### config.mk
export PLATFORM = sky130hd
export DESIGN_NAME = lph_hash_unit
export DESIGN_NICKNAME = d
export VERILOG_FILES = /design/src/rtl/lph_pkg.sv /design/src/rtl/lph_hash_unit.sv
export SDC_FILE = /design/constraint.sdc
export NUM_CORES = 2
export LEC_CHECK = 0
export BUFFER_PORTS_ARGS = -buffer_cell sky130_fd_sc_hd__buf_2
export CAP_MARGIN = 20
export CORE_MARGIN = 2
export CORE_UTILIZATION = 40
export CTS_CLUSTER_SIZE = 16
export DETAILED_ROUTE_END_ITERATION = 8
export PLACE_DENSITY = 0.55
export SYNTH_ARGS = -nofsm -noshare
export SYNTH_HDL_FRONTEND = slang
export SYNTH_SLANG_ARGS = --single-unit
export TNS_END_PERCENT = 30
### constraint.sdc
create_clock -name clock -period 13.9 [get_ports clock]
set_clock_uncertainty 0.1 [all_clocks]
set_input_delay 2.085 -clock clock [delete_from_list [all_inputs] [get_ports clock]]
set_output_delay 2.085 -clock clock [all_outputs]
set_load 0.1 [all_outputs]
### src/rtl/lph_pkg.sv
// ----------------------------------------------------------------------------
// lph_pkg: shared types and constants for the linear-probe hash table
// Operation, status and flag codes, mixer constants, slot store structs.
// ----------------------------------------------------------------------------
package lph_pkg;

   localparam int SLOTS_DEFAULT = 1024;
   localparam int KEY_W         = 32;
   localparam int VALUE_W       = 32;
   localparam int LIVE_W        = 11;
   localparam int LIMIT_W       = 7;

   localparam logic [LIMIT_W-1:0] LIMIT_RESET = 7'd75;
   localparam logic [LIMIT_W-1:0] LIMIT_MAX   = 7'd99;

   localparam logic [31:0] MIX_MUL_1 = 32'h21f0aaad;
   localparam logic [31:0] MIX_MUL_2 = 32'hd35a2d97;
   localparam int          MIX_SHIFT_1 = 16;
   localparam int          MIX_SHIFT_2 = 15;

   // floor(y / 100) = (y * RECIP_100) >> RECIP_SHIFT for y below 9801
   localparam logic [13:0] RECIP_100   = 14'd10486;
   localparam int          RECIP_SHIFT = 20;

   localparam logic [1:0] FLAG_EMPTY  = 2'b00;
   localparam logic [1:0] FLAG_IN_USE = 2'b01;
   localparam logic [1:0] FLAG_TOMB   = 2'b11;

   typedef enum logic [1:0] {
      OP_PUT         = 2'd0,
      OP_GET         = 2'd1,
      OP_GET_DEFAULT = 2'd2,
      OP_REMOVE      = 2'd3
   } op_type;

   typedef enum logic [1:0] {
      RSP_OK     = 2'd0,
      RSP_ABSENT = 2'd1,
      RSP_FULL   = 2'd2
   } status_type;

   typedef enum logic [1:0] {
      ST_IDLE,
      ST_HASH,
      ST_PROBE
   } state_type;

   typedef enum logic [2:0] {
      HS_IDLE,
      HS_MUL1,
      HS_MUL2,
      HS_QUOT,
      HS_REM,
      HS_DONE
   } hash_state_type;

   typedef struct packed {
      logic       flags_en;
      logic       key_en;
      logic       value_en;
      logic [1:0] flags;
   } slot_wr_type;

   typedef struct packed {
      logic [1:0]         flags;
      logic [KEY_W-1:0]   key;
      logic [VALUE_W-1:0] value;
   } slot_rd_type;

endpackage

### src/rtl/lph_hash_unit.sv
// ----------------------------------------------------------------------------
// lph_hash_unit: key mixer and home slot reduction
// One shared 32x32 multiplier runs both mixer rounds; a non power of two
// slot count is reduced by a reciprocal multiply and a back multiply on the
// same multiplier, then one compare and subtract.
// ----------------------------------------------------------------------------
module lph_hash_unit #(
   parameter int SLOTS = lph_pkg::SLOTS_DEFAULT
) (
   input  logic                      clock,
   input  logic                      reset,
   input  logic                      start,
   input  logic [lph_pkg::KEY_W-1:0] key,
   output logic                      done,
   output logic [$clog2(SLOTS)-1:0]  slot
);

   localparam int IDX_W = $clog2(SLOTS);
   localparam bit IS_POW2 = ((1 << IDX_W) == SLOTS);
   localparam logic [IDX_W:0] SLOTS_EXT = (IDX_W+1)'(SLOTS);
   localparam logic [31:0] SLOTS_32 = 32'(SLOTS);
   localparam logic [31:0] RECIP = 32'((64'd1 << 32) / 64'(SLOTS));

   lph_pkg::hash_state_type state_ff, state_in;
   logic [31:0]      h_ff, h_in;
   logic [31:0]      quot_rem_ff, quot_rem_in;

   logic [31:0]      mul_a;
   logic [31:0]      mul_b;
   logic [63:0]      mul_full;
   logic [31:0]      fin;
   logic [IDX_W:0]   rem_raw;
   logic [IDX_W-1:0] rem_fix;

   assign mul_full = 64'(mul_a) * 64'(mul_b);
   assign fin      = h_ff ^ (h_ff >> lph_pkg::MIX_SHIFT_2);
   assign rem_raw  = quot_rem_ff[IDX_W:0];
   assign rem_fix  = (rem_raw >= SLOTS_EXT) ? IDX_W'(rem_raw - SLOTS_EXT)
                                            : rem_raw[IDX_W-1:0];
   assign slot     = IS_POW2 ? fin[IDX_W-1:0] : rem_fix;

   always_ff @(posedge clock) begin
      if (reset) begin
         state_ff <= lph_pkg::HS_IDLE;
      end else begin
         state_ff <= state_in;
      end
   end

   always_ff @(posedge clock) begin
      h_ff        <= h_in;
      quot_rem_ff <= quot_rem_in;
   end

   always_comb begin
      state_in    = state_ff;
      h_in        = h_ff;
      quot_rem_in = quot_rem_ff;
      done        = 1'b0;
      mul_a       = h_ff;
      mul_b       = lph_pkg::MIX_MUL_1;
      case (state_ff)
         lph_pkg::HS_IDLE: begin
            if (start) begin
               h_in     = key ^ (key >> lph_pkg::MIX_SHIFT_1);
               state_in = lph_pkg::HS_MUL1;
            end
         end
         lph_pkg::HS_MUL1: begin
            h_in     = mul_full[31:0];
            state_in = lph_pkg::HS_MUL2;
         end
         lph_pkg::HS_MUL2: begin
            mul_a    = h_ff ^ (h_ff >> lph_pkg::MIX_SHIFT_2);
            mul_b    = lph_pkg::MIX_MUL_2;
            h_in     = mul_full[31:0];
            state_in = IS_POW2 ? lph_pkg::HS_DONE : lph_pkg::HS_QUOT;
         end
         lph_pkg::HS_QUOT: begin
            mul_a       = fin;
            mul_b       = RECIP;
            quot_rem_in = mul_full[63:32];
            state_in    = lph_pkg::HS_REM;
         end
         lph_pkg::HS_REM: begin
            mul_a       = quot_rem_ff;
            mul_b       = SLOTS_32;
            quot_rem_in = fin - mul_full[31:0];
            state_in    = lph_pkg::HS_DONE;
         end
         lph_pkg::HS_DONE: begin
            done     = 1'b1;
            state_in = lph_pkg::HS_IDLE;
         end
         default: begin
            state_in = lph_pkg::HS_IDLE;
         end
      endcase
   end

endmodule

## After elaboration in Yosys (flattened, before gate mapping)

Index checks and enable logic that the tools add are counted.

- Shift operators: 0
- Magnitude comparators: 0
- Add/subtract/negate cells: 1
- Reduce and logical (&&, ||, !) cells: 7
- Bitwise logic cells: 2
- Equal/unequal tests: 6
- Multiply operators: 1
- Divide/modulo/power cells: 0
- Multiplexer cells: 8

Operators with widths:

| cell | number |
|---|---|
| $pmux 32 s2 | 3 |
| $pmux 32 s3 | 1 |
| $mul 32x32->64 | 1 |
| $mux 32 | 1 |
| $sub 32x32->32 | 1 |
| $xor 32x16->32 | 1 |
| $xor 32x17->32 | 1 |
| $pmux 3 s4 | 1 |
| $eq 3x2->1 const B | 2 |
| $eq 3x3->1 const B | 2 |
| $reduce_or 2->1 | 3 |
| $reduce_bool 2->1 | 2 |
| $eq 3x1->1 const B | 1 |
| $logic_not 3->1 | 1 |
| $mux 3 | 1 |
| $ne 2x2->1 const B | 1 |
| $reduce_and 2->1 | 1 |
| $mux 1 | 1 |

- Bits in registers: 67
- Word-level logic and storage cells: 28
- Bits in writable memories: 0
- Latch bits: 0
- Memory bits (read-only): 0
- Memories: 0

## Depth between registers and ports, before layout

- Depth in word-level cells: 6
- Mapped depth: 45
- Depth with buffers taken out: 43

## Worst setup path after synthesis

Ideal clock, no wire load.

- Kind: register to register
- Start: register state_ff[0]
- End: register quot_rem_ff[31] (data pin)
- Required time: 13,538 ps
- Clock period less this slack: 10,335 ps
- Cell stages (with the launch flop): 40
- Setup slack: 3,565 ps
- Buffers on the path: 3
- Arrival time: 9,973 ps
- Cells stage by stage: dfxtp_1 clkbuf_1 nor2_1 and2_1 clkbuf_1 nor2_1 nand2_1 inv_1 a221oi_1 nor2_1 or2_2 ha_1 clkbuf_1 fa_1 fa_1 fa_1 ha_1 ha_1 [4 not listed] o211ai_1 a21oi_1 a31oi_1 xor2_1 ha_1 a211o_1 a21oi_1 o21ai_0 a21o_1 a31o_2 maj3_2 maj3_2 a2111oi_4 nor3_1 o21ai_2 a211oi_1 a41oi_1 nand3_1

- Longest elaborated chain between the ends: 6
- Elaborated cells between the ends (all ways): 9
- Those cells by class: 1 x add/sub; 1 x mul; 3 x eq/ne; 3 x mux; 1 x reduce/logical

RTL lines:

| element | line | RTL |
|---|---|---|
| start, declared | lph_hash_unit.sv:24 | `lph_pkg::hash_state_type state_ff, state_in;` |
| start signal, assigned | lph_hash_unit.sv:44 | `state_ff <= lph_pkg::HS_IDLE;` |
| start signal, assigned | lph_hash_unit.sv:46 | `state_ff <= state_in;` |
| $eq 3x2->1 | lph_hash_unit.sv:62 | `case (state_ff)` |
| $reduce_or 2->1 (no line) | -- |  |
| $pmux 32 s2 | lph_hash_unit.sv:62 |  |
| $mul 32x32->64 | lph_hash_unit.sv:35 | `assign mul_full = 64'(mul_a) * 64'(mul_b);` |
| $sub 32x32->32 | lph_hash_unit.sv:88 | `quot_rem_in = fin - mul_full[31:0];` |
| $pmux 32 s2 * | lph_hash_unit.sv:62 |  |
| named net quot_rem_in[31] | lph_hash_unit.sv:26 | `logic [31:0] quot_rem_ff, quot_rem_in;` |
| end signal, assigned | lph_hash_unit.sv:52 | `quot_rem_ff <= quot_rem_in;` |
| end, declared | lph_hash_unit.sv:26 |  |

Mark *: on every way through the listed nets, which the timed path passes. The rest lies on a longest branch.
A chain may end at the register's enable or synchronous reset.

## Final worst setup path

- Start: register state_ff[1]
- End: register quot_rem_ff[31] (data pin)

Same word-level chain as after synthesis.

==> flow_summary_export.csv <==
group,metric,value,unit
worst_setup_path,critPathSlowestCell,"dfxtp_1",
clock_tree,tritoncts,"done",
worst_setup_path,critPathLaunchType,"flip-flop",
detailed_routing,vias,22300,
clock_tree,cts_sinks,67,
sta,setup_viol,0,
clock_tree,clkSlewWorstSetupHoldPaths,0.06,ns
sta,hold_viol,0,
run_status,status,"finished, final reports clean",
clock_tree,cts_max_level,3,
yosys,syn_area_per_cell,9.76,µm²
yosys,postSynth.asyncResetShare,0,%
detailed_routing,antenna_left,0,
sta,slew_headroom,21.2,%
floorplanning,core,74600,µm²
yosys,synthesis.area,30200,µm²
job,maxCapViolations,0,
yosys,yosys.cell_types.count,69,
worst_setup_path,path_common_cell,"ha_1",
worst_setup_path,worstSetupEndpointType,"flip-flop",
sta,tightest_slew,1.18,ns
detailed_routing,finalWirelength,112,mm
global_route,grt_overflow_total,0,
floorplanning,chipHeight,279,µm
detailed_routing,drc,0,
sta,post-route-period-util,89.0,%
clock_tree,cts_resized,0,
floorplanning,fp-row-count,100,
floorplanning,dieWidth,279,µm
yosys,synth_edf_count,64,
sta,grt_setup_unrepaired,"no",
detailed_routing,dr.pass1.iters,7,
worst_setup_path,cpPeakStageDelay,0.80,ns
yosys,ys_warn_count,0,
clock_tree,insertion_delay,0.35,ns
yosys,synth_cells,3095,
global_route,grt_antenna_before_repair,1,
global_route,grt_pass1_vias,23600,
worst_setup_path,worstPathRequired,13.90,ns
global_route,grt_max_degree,62,
yosys,synth_nets,4228,
worst_setup_path,arrival,12.38,ns
yosys,synth-seq-area-share,6.56,%
cells_and_area,syn2layout_area_growth,5.60,%
worst_setup_path,critical_path_class,"flip-flop to flip-flop",
sta,fin_hold_ws,0.692,ns
yosys,synth_seq_cells,67,
placed_design,port_buffers,45,
sta,fin_crit,12.38,ns
global_route,grt_usage,29.6,%
floorplanning,start_util,40.5,%
floorplanning,die_area,77700,µm²
clock_tree,clockBufferDepth,2,
clock_tree,cts-root-buf,"clkbuf_16",
yosys,synthFlopType,"edfxtp_1",
global_route,grt_pass1_wl,164,mm
detailed_routing,drt-initial-drc-count,2269,
placed_design,place_hpwl,96.4,mm
detailed_routing,wl_per_cell,27.5,µm
placed_design,globalplace.congestion,1.03,
min_path,min-delay-path-class,"flip-flop to flip-flop",
clock_tree,holdBufCountCts,0,
worst_setup_path,crit_fanout,23,
cells_and_area,layout-drive-gt1-share,4.25,%
clock_tree,cts_made_buffers,9,
cells_and_area,nFillCells,7436,
cells_and_area,layout.nets,4236,
sta,slew_viol_final,0,
detailed_routing,via_per_inst,5.47,
floorplanning,ioPinCount,46,
sta,fin_tns_setup,0,ns
clock_tree,post_cts_buffers,0,
sta,fmax,80.8,MHz
flip-flops by register name, summed over array words and instances (netlist names):
register and flops:
h_ff 32, quot_rem_ff 32, state_ff 3
cell families (layout without fill, tap and decap cells):
kind of cell             Yosys count  after routing  synth area share [%]
adder cells (fa/ha/maj)         1102           1102                  61.9
multiplexers                       8              8                 0.265
AO/OA/AOI/OAI                    412            412                  8.81
XOR/XNOR                         141            141                  4.09
flip-flops                        67             67                  6.56
buffers and inverters            912            925                  11.5
other                              0              1                     0
AND/OR/NAND/NOR                  453            453                  6.87
layout by cell type, fill, tap and decap left out, drive strengths merged, types with 4 or more instances in the layout:
cell type / count
nor3: 15
edfxtp: 64
a31o: 6
and2: 8
a21o: 68
o21bai: 12
a211o: 5
o31ai: 6
mux2i: 8
o21a: 11
a22oi: 14
and3: 32
or2: 10
o21ai: 101
xor2: 81
a221oi: 8
a211oi: 8
nand3: 20
ha: 444
a221o: 5
clkbuf: 11
xnor2: 60
a31oi: 14
maj3: 4
nand2: 183
fa: 654
nor2b: 14
a21oi: 117
nand4: 14
o211ai: 15
buf: 81
nand2b: 30
inv: 829
nor2: 113
per-layer routing:
metal  vias up  GRT usage [%]  routed length [µm]
li1       9605              -                   -
met4         0           15.8                7650
met3       292           5.27                9100
met1     11300           39.5               45600
met2      1109           46.0               49900
met5         -              0                   0
synthesized netlist by cell type (10+ instances only):
cell | instances | area [µm²]
fa_1 | 654 | 13100
edfxtp_1 | 64 | 1920
o21ai_0 | 100 | 500
xor2_1 | 81 | 709
inv_1 | 828 | 3110
a31oi_1 | 13 | 81.3
nor3_1 | 14 | 70.1
clkbuf_1 | 62 | 233
o211ai_1 | 14 | 105
a22oi_1 | 14 | 105
nand4_1 | 14 | 87.6
xnor2_1 | 60 | 526
and3_1 | 32 | 200
ha_1 | 444 | 5560
nor2b_1 | 14 | 87.6
nor2_1 | 113 | 424
o21bai_1 | 11 | 82.6
o21a_1 | 11 | 82.6
buf_4 | 10 | 75.1
nand3_1 | 20 | 100
a21oi_1 | 117 | 586
nand2_1 | 183 | 687
a21o_1 | 68 | 510
nand2b_1 | 30 | 188
area by class of cell:
cell class	count	area (µm²)	area share [%]
inverters	828	3110	9.75
multi-input cells	2116	24800	77.7
flip-flops and latches	67	1980	6.22
clock inverters	5	58.8	0.184
repair buffers	81	495	1.55
well taps	969	1210	3.80
diodes	1	2.50	0.00785
clock buffers	11	253	0.793
critical path, delay by kind of cell, from the launching register on:
family | cells | cell delay, ns
AOI/OAI and AO/OA | 13 | 2.88
and+or+nand+nor | 8 | 2.58
xor gates and xnor gates | 1 | 0.48
DFF | 1 | 0.80
adders and majority gates | 12 | 4.53
buffers and inverters | 5 | 0.74
path summary, 6_finish.rpt:
kind | from | to | slack (ns) | depth (start not counted)
max reg2reg | state_ff[1] | quot_rem_ff[31] | 1.52 | 39
min | state_ff[0] | state_ff[1] | 0.69 | 3
max | state_ff[1] | quot_rem_ff[31] | 1.52 | 39
min reg2reg | state_ff[0] | state_ff[1] | 0.69 | 3
per-stage QoR:
step	std cells	utilization [%]	area (µm²)	setup WS [ns]
after floorplan	3095	-	30200	3.56
after global placement	4061	42.3	31600	1.85
after detailed placement	4061	42.3	31600	1.73
after CTS	4077	42.8	31900	1.69
after global routing	4077	42.8	31900	0.778
final	4078	42.8	31900	1.52
Power is left out: the tool's default activity adds up to more than one toggle a clock period on the data nets, which glitch-free logic cannot reach.
